`src/hdl/md5_pkg.sv`:
```
// MD5 package: payload structs, sequencer states, round tables and helpers.
// No dependencies; used by every module of md5_message_digest.
package md5_pkg;

  typedef struct packed {
    logic [7:0] data_byte;
    logic       has_byte;
    logic       end_of_message;
  } md5_in_t;

  typedef struct packed {
    logic [31:0] digest_word;
    logic [1:0]  word_index;
    logic        last_word;
  } md5_out_t;

  // working variables of one compression
  typedef struct packed {
    logic [31:0] a;
    logic [31:0] b;
    logic [31:0] c;
    logic [31:0] d;
  } md5_abcd_t;

  // write controls for the block buffer
  typedef struct packed {
    logic        byte_en;
    logic [5:0]  byte_pos;
    logic [7:0]  byte_val;
    logic        len_en;
    logic [63:0] len;
  } md5_bufwr_t;

  typedef enum logic [2:0] {
    ST_IDLE,
    ST_ROUND,
    ST_FINAL,
    ST_PAD,
    ST_LEN,
    ST_OUT
  } md5_state_t;

  localparam logic [31:0] IV0 = 32'h67452301;
  localparam logic [31:0] IV1 = 32'hEFCDAB89;
  localparam logic [31:0] IV2 = 32'h98BADCFE;
  localparam logic [31:0] IV3 = 32'h10325476;
  localparam logic [7:0]  PAD_MARK = 8'h80;

  function automatic logic [31:0] round_k(input logic [5:0] r);
    logic [31:0] k;
    case (r)
      6'd0:  k = 32'hd76aa478; 6'd1:  k = 32'he8c7b756;
      6'd2:  k = 32'h242070db; 6'd3:  k = 32'hc1bdceee;
      6'd4:  k = 32'hf57c0faf; 6'd5:  k = 32'h4787c62a;
      6'd6:  k = 32'ha8304613; 6'd7:  k = 32'hfd469501;
      6'd8:  k = 32'h698098d8; 6'd9:  k = 32'h8b44f7af;
      6'd10: k = 32'hffff5bb1; 6'd11: k = 32'h895cd7be;
      6'd12: k = 32'h6b901122; 6'd13: k = 32'hfd987193;
      6'd14: k = 32'ha679438e; 6'd15: k = 32'h49b40821;
      6'd16: k = 32'hf61e2562; 6'd17: k = 32'hc040b340;
      6'd18: k = 32'h265e5a51; 6'd19: k = 32'he9b6c7aa;
      6'd20: k = 32'hd62f105d; 6'd21: k = 32'h02441453;
      6'd22: k = 32'hd8a1e681; 6'd23: k = 32'he7d3fbc8;
      6'd24: k = 32'h21e1cde6; 6'd25: k = 32'hc33707d6;
      6'd26: k = 32'hf4d50d87; 6'd27: k = 32'h455a14ed;
      6'd28: k = 32'ha9e3e905; 6'd29: k = 32'hfcefa3f8;
      6'd30: k = 32'h676f02d9; 6'd31: k = 32'h8d2a4c8a;
      6'd32: k = 32'hfffa3942; 6'd33: k = 32'h8771f681;
      6'd34: k = 32'h6d9d6122; 6'd35: k = 32'hfde5380c;
      6'd36: k = 32'ha4beea44; 6'd37: k = 32'h4bdecfa9;
      6'd38: k = 32'hf6bb4b60; 6'd39: k = 32'hbebfbc70;
      6'd40: k = 32'h289b7ec6; 6'd41: k = 32'heaa127fa;
      6'd42: k = 32'hd4ef3085; 6'd43: k = 32'h04881d05;
      6'd44: k = 32'hd9d4d039; 6'd45: k = 32'he6db99e5;
      6'd46: k = 32'h1fa27cf8; 6'd47: k = 32'hc4ac5665;
      6'd48: k = 32'hf4292244; 6'd49: k = 32'h432aff97;
      6'd50: k = 32'hab9423a7; 6'd51: k = 32'hfc93a039;
      6'd52: k = 32'h655b59c3; 6'd53: k = 32'h8f0ccc92;
      6'd54: k = 32'hffeff47d; 6'd55: k = 32'h85845dd1;
      6'd56: k = 32'h6fa87e4f; 6'd57: k = 32'hfe2ce6e0;
      6'd58: k = 32'ha3014314; 6'd59: k = 32'h4e0811a1;
      6'd60: k = 32'hf7537e82; 6'd61: k = 32'hbd3af235;
      6'd62: k = 32'h2ad7d2bb; 6'd63: k = 32'heb86d391;
      default: k = 32'h0;
    endcase
    return k;
  endfunction

  function automatic logic [4:0] round_s(input logic [5:0] r);
    logic [4:0] s;
    case ({r[5:4], r[1:0]})
      4'd0:  s = 5'd7;  4'd1:  s = 5'd12; 4'd2:  s = 5'd17; 4'd3:  s = 5'd22;
      4'd4:  s = 5'd5;  4'd5:  s = 5'd9;  4'd6:  s = 5'd14; 4'd7:  s = 5'd20;
      4'd8:  s = 5'd4;  4'd9:  s = 5'd11; 4'd10: s = 5'd16; 4'd11: s = 5'd23;
      4'd12: s = 5'd6;  4'd13: s = 5'd10; 4'd14: s = 5'd15; 4'd15: s = 5'd21;
      default: s = 5'd7;
    endcase
    return s;
  endfunction

  // message word used in round r
  function automatic logic [3:0] msg_index(input logic [5:0] r);
    logic [3:0] g;
    case (r[5:4])
      2'd0:    g = r[3:0];
      2'd1:    g = 4'(r[3:0] * 4'd5 + 4'd1);
      2'd2:    g = 4'(r[3:0] * 4'd3 + 4'd5);
      default: g = 4'(r[3:0] * 4'd7);
    endcase
    return g;
  endfunction

endpackage

```
`src/hdl/md5_round.sv`:
```
// MD5 round unit: one round step of the compression, shared over all 64 rounds.
// Depends on md5_pkg for the working-variable struct and round tables.
module md5_round import md5_pkg::*; (
  input  md5_abcd_t   cur,
  input  logic [31:0] msg_word,
  input  logic [5:0]  round,
  output md5_abcd_t   nxt
);

  logic [31:0] f;
  logic [31:0] sum;
  logic [63:0] rot_w;

  always_comb begin
    case (round[5:4])
      2'd0:    f = (cur.b & cur.c) | (~cur.b & cur.d);
      2'd1:    f = (cur.b & cur.d) | (cur.c & ~cur.d);
      2'd2:    f = cur.b ^ cur.c ^ cur.d;
      default: f = cur.c ^ (cur.b | ~cur.d);
    endcase
  end

  assign sum   = cur.a + f + round_k(round) + msg_word;
  assign rot_w = {sum, sum} << round_s(round);

  assign nxt.a = cur.d;
  assign nxt.b = cur.b + rot_w[63:32];
  assign nxt.c = cur.b;
  assign nxt.d = cur.c;

endmodule

```
`src/hdl/md5_blkbuf.sv`:
```
// MD5 block buffer: sixteen 32-bit message words, byte writes, length-word writes.
// Depends on md5_pkg for the write-control struct.
module md5_blkbuf import md5_pkg::*; (
  input  logic        clk,
  input  md5_bufwr_t  wr,
  input  logic [3:0]  rd_idx,
  output logic [31:0] rd_word
);

  logic [31:0] words_r [16];

  // little-endian byte packing; length words go to the last two slots
  always_ff @(posedge clk) begin
    if (wr.byte_en) begin
      words_r[wr.byte_pos[5:2]][8*wr.byte_pos[1:0] +: 8] <= wr.byte_val;
    end
    if (wr.len_en) begin
      words_r[14] <= wr.len[31:0];
      words_r[15] <= wr.len[63:32];
    end
  end

  assign rd_word = words_r[rd_idx];

endmodule

```
`src/hdl/md5_message_digest.sv`:
```
// MD5 message digest top level: sequencer, chaining words, length counter.
// Depends on md5_pkg, md5_blkbuf and md5_round.
//
//   channel  ports                          moves
//   input    in_valid  in_ready  in_data    one item: byte, has_byte, end flag
//   output   out_valid out_ready out_data   one digest word, four per message
//
// Sequence: the item that fills byte 64 starts a compression (64 rounds through
// the single round unit plus the chaining add). An end item adds pad bytes up to
// byte 56 (or 64 and then 56 when the block has more than 55 bytes), the length
// words, a compression per padded block and four output items. rst_n is
// synchronous and loads the initial chaining words. in_ready is low from the
// item that starts work until its compression ends or, for an end item, until
// the last digest word is taken; a stalled out_ready holds the current word.
module md5_message_digest import md5_pkg::*; (
  input  logic     clk,
  input  logic     rst_n,
  input  logic     in_valid,
  output logic     in_ready,
  input  md5_in_t  in_data,
  output logic     out_valid,
  input  logic     out_ready,
  output md5_out_t out_data
);

  md5_state_t  state_r, state_nxt;
  logic [31:0] chain_r [4];
  logic [31:0] chain_nxt [4];
  md5_abcd_t   abcd_r, abcd_nxt, round_out;
  logic [5:0]  round_r, round_nxt;
  logic [5:0]  pos_r, pos_nxt;
  logic [63:0] bitlen_r, bitlen_nxt;
  logic        pend_end_r, pend_end_nxt;   // end seen with the block-filling byte
  logic        mark_done_r, mark_done_nxt; // 0x80 already written
  logic        final_blk_r, final_blk_nxt; // running compression is the last one
  logic [1:0]  oidx_r, oidx_nxt;
  md5_bufwr_t  bufwr;
  logic [31:0] msg_word;
  logic        in_acc, out_acc;

  assign in_acc  = in_valid && in_ready;
  assign out_acc = out_valid && out_ready;

  md5_blkbuf u_buf (
    .clk     (clk),
    .wr      (bufwr),
    .rd_idx  (msg_index(round_r)),
    .rd_word (msg_word)
  );

  md5_round u_round (
    .cur      (abcd_r),
    .msg_word (msg_word),
    .round    (round_r),
    .nxt      (round_out)
  );

  // next state
  always_comb begin
    state_nxt = state_r;
    case (state_r)
      ST_IDLE: begin
        if (in_acc) begin
          if (in_data.has_byte && pos_r == 6'd63) begin
            state_nxt = ST_ROUND;
          end else if (in_data.end_of_message) begin
            state_nxt = ST_PAD;
          end
        end
      end
      ST_ROUND: begin
        if (round_r == 6'd63) begin
          state_nxt = ST_FINAL;
        end
      end
      ST_FINAL: begin
        if (final_blk_r) begin
          state_nxt = ST_OUT;
        end else if (pend_end_r) begin
          state_nxt = ST_PAD;
        end else begin
          state_nxt = ST_IDLE;
        end
      end
      ST_PAD: begin
        if (pos_r == 6'd55) begin
          state_nxt = ST_LEN;
        end else if (pos_r == 6'd63) begin
          state_nxt = ST_ROUND;
        end
      end
      ST_LEN: state_nxt = ST_ROUND;
      ST_OUT: begin
        if (out_acc && oidx_r == 2'd3) begin
          state_nxt = ST_IDLE;
        end
      end
      default: state_nxt = ST_IDLE;
    endcase
  end

  // datapath and outputs
  always_comb begin
    in_ready      = (state_r == ST_IDLE);
    out_valid     = (state_r == ST_OUT);
    out_data.digest_word = chain_r[oidx_r];
    out_data.word_index  = oidx_r;
    out_data.last_word   = (oidx_r == 2'd3);

    chain_nxt     = chain_r;
    abcd_nxt      = abcd_r;
    round_nxt     = round_r;
    pos_nxt       = pos_r;
    bitlen_nxt    = bitlen_r;
    pend_end_nxt  = pend_end_r;
    mark_done_nxt = mark_done_r;
    final_blk_nxt = final_blk_r;
    oidx_nxt      = oidx_r;

    bufwr.byte_en  = 1'b0;
    bufwr.byte_pos = pos_r;
    bufwr.byte_val = in_data.data_byte;
    bufwr.len_en   = 1'b0;
    bufwr.len      = bitlen_r;

    case (state_r)
      ST_IDLE: begin
        if (in_acc) begin
          // absorb the byte first, padding follows
          if (in_data.has_byte) begin
            bufwr.byte_en = 1'b1;
            pos_nxt       = pos_r + 6'd1;
            bitlen_nxt    = bitlen_r + 64'd8;
          end
          pend_end_nxt = in_data.end_of_message;
        end
      end
      ST_ROUND: begin
        abcd_nxt  = round_out;
        round_nxt = round_r + 6'd1;
      end
      ST_FINAL: begin
        chain_nxt[0] = chain_r[0] + abcd_r.a;
        chain_nxt[1] = chain_r[1] + abcd_r.b;
        chain_nxt[2] = chain_r[2] + abcd_r.c;
        chain_nxt[3] = chain_r[3] + abcd_r.d;
        oidx_nxt     = 2'd0;
      end
      ST_PAD: begin
        // marker once, then zero fill up to the length field
        bufwr.byte_en  = 1'b1;
        bufwr.byte_val = mark_done_r ? 8'h00 : PAD_MARK;
        mark_done_nxt  = 1'b1;
        pos_nxt        = pos_r + 6'd1;
      end
      ST_LEN: begin
        bufwr.len_en  = 1'b1;
        final_blk_nxt = 1'b1;
      end
      ST_OUT: begin
        if (out_acc) begin
          oidx_nxt = oidx_r + 2'd1;
          if (oidx_r == 2'd3) begin
            // restart for the next message
            chain_nxt[0]  = IV0;
            chain_nxt[1]  = IV1;
            chain_nxt[2]  = IV2;
            chain_nxt[3]  = IV3;
            pos_nxt       = 6'd0;
            bitlen_nxt    = 64'd0;
            pend_end_nxt  = 1'b0;
            mark_done_nxt = 1'b0;
            final_blk_nxt = 1'b0;
          end
        end
      end
      default: ;
    endcase

    // load the working variables on entry to a compression
    if (state_nxt == ST_ROUND && state_r != ST_ROUND) begin
      abcd_nxt.a = chain_r[0];
      abcd_nxt.b = chain_r[1];
      abcd_nxt.c = chain_r[2];
      abcd_nxt.d = chain_r[3];
      round_nxt  = 6'd0;
    end
  end

  always_ff @(posedge clk) begin
    if (!rst_n) begin
      state_r     <= ST_IDLE;
      chain_r[0]  <= IV0;
      chain_r[1]  <= IV1;
      chain_r[2]  <= IV2;
      chain_r[3]  <= IV3;
      round_r     <= 6'd0;
      pos_r       <= 6'd0;
      bitlen_r    <= 64'd0;
      pend_end_r  <= 1'b0;
      mark_done_r <= 1'b0;
      final_blk_r <= 1'b0;
      oidx_r      <= 2'd0;
    end else begin
      state_r     <= state_nxt;
      chain_r     <= chain_nxt;
      round_r     <= round_nxt;
      pos_r       <= pos_nxt;
      bitlen_r    <= bitlen_nxt;
      pend_end_r  <= pend_end_nxt;
      mark_done_r <= mark_done_nxt;
      final_blk_r <= final_blk_nxt;
      oidx_r      <= oidx_nxt;
    end
  end

  // working variables carry no reset
  always_ff @(posedge clk) begin
    abcd_r <= abcd_nxt;
  end

endmodule

```
`config.mk`:
```
export PLATFORM = sky130hd
export DESIGN_NAME = md5_message_digest
export DESIGN_NICKNAME = d
export VERILOG_FILES = /design/src/hdl/md5_pkg.sv /design/src/hdl/md5_round.sv /design/src/hdl/md5_blkbuf.sv /design/src/hdl/md5_message_digest.sv
export SDC_FILE = /design/constraint.sdc
export NUM_CORES = 2
export LEC_CHECK = 0
export BUFFER_PORTS_ARGS = -buffer_cell sky130_fd_sc_hd__buf_2
export CAP_MARGIN = 10
export CORE_AREA = 3 3 347 349
export DETAILED_ROUTE_END_ITERATION = 8
export DIE_AREA = 0 0 350 352
export GPL_ROUTABILITY_DRIVEN = 0
export PLACE_DENSITY = 0.65
export SLEW_MARGIN = 40
export SYNTH_ARGS = -nofsm -noshare
export SYNTH_HDL_FRONTEND = slang
export SYNTH_SLANG_ARGS = --single-unit
```
`constraint.sdc`:
```
create_clock -name clk -period 13.7 [get_ports clk]
set_clock_uncertainty 0.15 [all_clocks]
set_input_delay 1.37 -clock clk [delete_from_list [all_inputs] [get_ports clk]]
set_output_delay 1.37 -clock clk [all_outputs]
set_load 0.01 [all_outputs]
```
Yosys cells after proc, flatten, opt, wreduce, memory -nomap -nowiden
Memories as Yosys holds them, arrays and structs flattened. A register that Yosys moved wholly into a read port is not among the register bits.
Index checks and enable logic that the tools add are counted.
{"block": "classes", "addsub": 15, "mul": 3, "div_mod_pow": 0, "n_lt_le_gt_ge": 1, "n_eq_ne": 17, "n_shift": 3, "mux": 55, "bitwise": 14, "reduce_logical": 22}
{"op": "two-way mux 128 bit", "count": 4}
{"op": "adder 32 bit", "count": 8}
{"op": "two-way mux 64 bit", "count": 4}
{"op": "case mux 128 bit (2 select lines)", "count": 1}
{"op": "two-way mux 32 bit", "count": 5}
{"op": "AND 32 bit", "count": 4}
{"op": "case mux 64 bit (2 select lines)", "count": 1}
{"op": "OR 32 bit", "count": 3}
{"op": "case mux 32 bit (3 select lines)", "count": 1}
{"op": "XOR 32 bit", "count": 3}
{"op": "adder 64 x 4 -> 64 bit, second input constant", "count": 1}
{"op": "binary-select mux 32 bit (select 2 bit)", "count": 1}
{"op": "inverter 32 bit", "count": 2}
{"op": "left shift 64 x 5 -> 64 bit", "count": 1}
{"op": "two-way mux 6 bit", "count": 6}
{"op": "negation 5 -> 34 bit", "count": 1}
{"op": "variable shift 8 x 34 -> 32 bit, first input constant", "count": 1}
{"op": "variable part select 8 x 34 -> 32 bit", "count": 1}
{"op": "OR reduction 32 bit", "count": 1}
{"op": "two-way mux 3 bit", "count": 8}
{"op": "equality test 6 bit, second input constant", "count": 3}
{"op": "case mux 3 bit (6 select lines)", "count": 1}
{"op": "case mux 6 bit (3 select lines)", "count": 1}
{"op": "two-way mux 8 bit", "count": 2}
{"op": "other kinds (32)", "count": 66}
{"block": "word_totals", "ff_bits": 340, "latch_bits": 0, "ramBits": 512, "mem_bits_ro": 2128, "input_bits": 14, "out_inout_bits": 37, "word_cells": 149, "n_memories": 3}
{"memory": "(no name shown)", "depth": 64, "width": 32, "rd": 1, "rd_ports_with_merged_regs": 1, "write_ports": 0, "line_no": "md5_pkg.sv:51", "source": "case (r)"}
{"memory": "u_buf.words_r", "depth": 16, "width": 32, "rd": 1, "rd_ports_with_merged_regs": 0, "write_ports": 2, "line_no": "md5_blkbuf.sv:10", "source": "logic [31:0] words_r [16];"}
{"memory": "(no name shown)", "depth": 16, "width": 5, "rd": 1, "rd_ports_with_merged_regs": 1, "write_ports": 0, "line_no": "md5_pkg.sv:91", "source": "case ({r[5:4], r[1:0]})"}

Longest topological paths before layout
{"block": "logic_depth", "depth_word": 11, "depth_mapped": 46, "mapped_depth_nobuf": 45}

Modules after synthesis
From an unflattened synthesis, not the netlist that was laid out.
{"block": "hier_totals", "hier_cells": 4984, "hier_area_um2": 53780.3}
{"module": "md5_blkbuf", "n_inst": 1, "cells_per_inst": 1011, "area_each_um2": 20542.2, "seq_area_each_um2": 15374.7}
{"module": "md5_message_digest", "n_inst": 1, "cells_per_inst": 2046, "area_each_um2": 20355.8, "seq_area_each_um2": 8027.7}
{"module": "md5_round", "n_inst": 1, "cells_per_inst": 1927, "area_each_um2": 12882.4, "seq_area_each_um2": 0.0}

Least setup slack after synthesis
OpenSTA, ideal clock, no wires.
{"block": "synth_path", "kind": "reg-to-reg", "start": "register round_r[1]", "end": "register abcd_r[95] in the netlist's numbering (data pin)", "setup_time_ns": 0.258, "t_arrival_ns": 10.517, "t_required_ns": 13.292, "path_slack_ns": 2.775, "stages_incl_launch_ff": 42, "path_buffers": 4, "synth_period_minus_slack_ns": 10.925, "path_cell_list": "dfxtp_1 > inv_1 > ha_1 > nor2_1 > mux2_2 > a221oi_1 > clkbuf_1 > clkbuf_1 > clkbuf_1 > mux4_2 > mux4_2 > fa_1 > inv_1 > fa_1 > inv_1 > ha_1 > buf_2 > a21o_1 > [6 not listed] > o21ai_1 > a21o_1 > nor2_1 > mux4_2 > mux4_2 > ha_1 > a21o_1 > a21oi_1 > o21ai_0 > o31ai_1 > a31oi_1 > a31oi_1 > a31o_2 > a21oi_1 > o41ai_1 > xor2_1 > nand2_1 > o221a_2"}
{"item": "from (decl)", "line_no": "md5_message_digest.sv:30", "source": "logic [5:0] round_r, round_nxt;"}
{"item": "from (signal assigned)", "line_no": "md5_message_digest.sv:207", "source": "round_r <= round_nxt;"}
{"item": "to (signal assigned)", "line_no": "md5_message_digest.sv:219", "source": "abcd_r <= abcd_nxt;"}
{"item": "to (decl)", "line_no": "md5_message_digest.sv:29", "source": "md5_abcd_t abcd_r, abcd_nxt, round_out;"}

==> flow_summary.yaml <==
worst_setup_path:
  startpoint_type: "flop"
  max_stage_delay_ns: 0.63
  crit_family: "compound AO/OA/AOI/OAI gates"
  crit_fanout: 16
  cpMaxStageDelayCell: "mux4_2"
  end_kind: "flop"
  required_ns: 13.96
  cp_num_buf_inv: 5
  critPathKind: "reg -> reg"
  worstPathArrival_ns: 12.31
finish:
  final_nets: 5300
  final_util: 0.493
  drive_gt1_frac: 0.125
  area_growth_pct: 9.68
floorplanning:
  fp.dieH_um: 352
  num_rows: 126
  io_pins: 51
  die-area_um2: 123000
  die_w_um: 350
  initial_utilization: 0.449
  fp.coreArea_um2: 118000
global_routing:
  grt_max_degree: 84
  grt_antenna_before_repair: 7
  grt_pass1_vias: 39035
  grt_overflow: 0
  grt_pass1_wl_mm: 245
  grtUsageTotal: 0.258
synthesis:
  ys_seq_area_frac: 0.456
  synth_cell_types: 98
  synth_flop_cell: "edfxtp_1"
  netlist_area_um2: 52900
  synth_nets: 5377
  synth_warnings: 0
  synth-seq-cells: 886
  syn_area_per_cell_um2: 10.4
  synth_cells: 5077
  synthArstFlopShare: 0
  synth_edf_count: 640
routing:
  dr.pass1.iters: 7
  via_per_inst: 6.26
  routed_wl_mm: 162
  route.vias.total: 41450
  top_layer: "met5"
  met2_length_mm: 74.2
  wl_met1_mm: 66.4
  wl_per_cell_um: 24.5
  wl_met3_mm: 14.9
  drc: 0
  drtIter0Drc: 5028
  final_antenna_net_count: 0
sta:
  max_freq_mhz: 83.0
  rsz0062_at_grt: "no"
  period_minus_slack_ns: 12.05
  final_max_slew_viol_count: 0
  slew_headroom: 0.368
  tns_ns: 0
  setup_viol: 0
  hold_viol: 0
  fin_crit_sh: 0.879
  worst_pin_slew_ns: 0.939
status:
  status: "completed"
clocking:
  cts_buffers: 92
  clockBufferDepth: 3
  hold_buffers: 0
  postCtsSetupBuffers: 0
  cts_sinks: 886
  cts_resized: 0
  clock_latency_ns: 0.70
  cts_tree: "built"
  htreeDepth: 3
  path_clk_slew_ns: 0.07
  cts-root-buf: "clkbuf_16"
power:
  peakVddDrop_mv: 0.233
  leakage_nw: 21.9
  p_per_area_nw_per_um2: 247
  p_total_mw: 14.3
placed_design:
  io_buffer_count: 50
  dp.final_hpwl_mm: 113
worst_hold_path:
  min_path_type: "reg -> reg"
flow_run:
  maxCapViolCount: 0
## state kept, by name, indices dropped and copies added (netlist names), named ones only
signal         flops
oidx_r             2
round_r            6
final_blk_r        1
abcd_r           128
state_r            3
bitlen_r          61
pos_r              6
u_buf.words_r    512
chain_r          128
pend_end_r         1
mark_done_r        1
## metal layers
layer / up-vias / global-route usage
li1: 18529 / -
met1: 20399 / 0.359
met2: 2121 / 0.404
met3: 397 / 0.0450
met4: 4 / 0.0974
met5: - / 0
## Yosys cell counts, drive strengths merged, types with 11 or more instances
master / instances / area (um2)
o21a: 26 / 195
mux4: 206 / 4640
buf: 52 / 210
a21boi: 11 / 82.6
a211oi: 31 / 233
a22oi: 29 / 218
a221oi: 14 / 123
nand2: 705 / 2650
or3: 32 / 200
a21oi: 333 / 1680
clkbuf: 233 / 876
inv: 249 / 935
nand3: 129 / 646
mux2i: 64 / 641
and3: 24 / 150
nand4: 22 / 138
edfxtp: 640 / 19200
and2: 17 / 106
o22ai: 85 / 546
nor3: 113 / 566
o31ai: 20 / 164
nor2b: 31 / 194
o311ai: 11 / 96.3
nor3b: 35 / 263
fa: 69 / 1380
o221ai: 14 / 123
o21ai: 320 / 1600
o21bai: 25 / 188
mux2: 29 / 330
a31oi: 34 / 213
nor2: 420 / 1580
dfxtp: 246 / 4920
ha: 217 / 2720
xor2: 94 / 831
xnor2: 173 / 1520
o211ai: 33 / 248
o311a: 29 / 290
a21o: 90 / 676
nand2b: 35 / 219
## where the power goes
part	internal, mW	total [mW]	switching, mW
Sequential	3.27	3.62	0.352
Clock	1.49	2.62	1.13
Combinational	3.42	8.09	4.67
## stage by stage
| stage | std cells | setup slack, ns | cell area, um2 | hold WS, ns |
|---|---|---|---|---|
| floorplan | 5077 | 2.78 | 52900 | 0.294 |
| finish | 6622 | 1.65 | 58000 | 0.322 |
| global placement | 6441 | 1.93 | 54600 | 0.303 |
| CTS | 6615 | 1.71 | 57900 | 0.324 |
| detailed placement | 6442 | 1.75 | 54800 | 0.313 |
| global route | 6615 | 0.872 | 58000 | 0.375 |
## area by class of cell
cell class	instances	area (um2)
diodes	7	17.5
clock buffers	118	2490
clock inverters	55	647
fillers	10510	59800
inverters	252	948
multi-input cells	3654	27000
flip-flops and latches	886	24200
well taps	1536	1920
repair buffers	114	808
## cell usage in the layout, fill, tap and decap left out, types with 31 or more instances in the layout
cell	synthesis	layout
nand3_1	129	128
mux2i_1	64	64
o22ai_1	84	82
nor3b_1	35	35
edfxtp_1	640	640
nor2_2	0	80
ha_1	217	215
nor2_1	420	339
nand2_1	704	700
a21oi_1	331	331
nor3_1	113	111
a31oi_1	34	34
nor2b_1	31	31
o21ai_0	315	309
buf_2	6	50
buf_4	0	55
or3_1	32	32
o211ai_1	33	33
nand2b_1	35	35
dfxtp_1	246	242
fa_1	69	69
clkbuf_16	0	92
a211oi_1	31	31
a21o_1	90	90
xnor2_1	173	172
inv_1	241	240
xor2_1	93	93
mux4_2	206	206
## path summary, 6_finish.rpt
path	from	endpoint	slack [ns]	cells after the start
worst max register to register	round_r[0]	abcd_r[89]	1.65	38
worst min-delay path	mark_done_r	mark_done_r	0.32	2
worst min register to register	mark_done_r	mark_done_r	0.32	2
worst max-delay path	round_r[0]	abcd_r[89]	1.65	38
## tightest hold or removal path: cells and delay by family, from the launching register on
kind               cells  cell delay, ns
AOI/OAI and AO/OA      1            0.06
and+or+nand+nor        1            0.05
DFF                    1            0.31
## kinds of logic after synthesis
family / after synthesis / synth area share
AND/OR/NAND/NOR: 1598 / 0.132
AO/OA/AOI/OAI: 1200 / 0.144
flip-flops: 886 / 0.456
buffers and inverters: 537 / 0.0384
multiplexers: 299 / 0.106
adder cells (fa/ha/maj): 287 / 0.0776
XOR/XNOR: 270 / 0.0457
(Power assumes the default switching activity.)
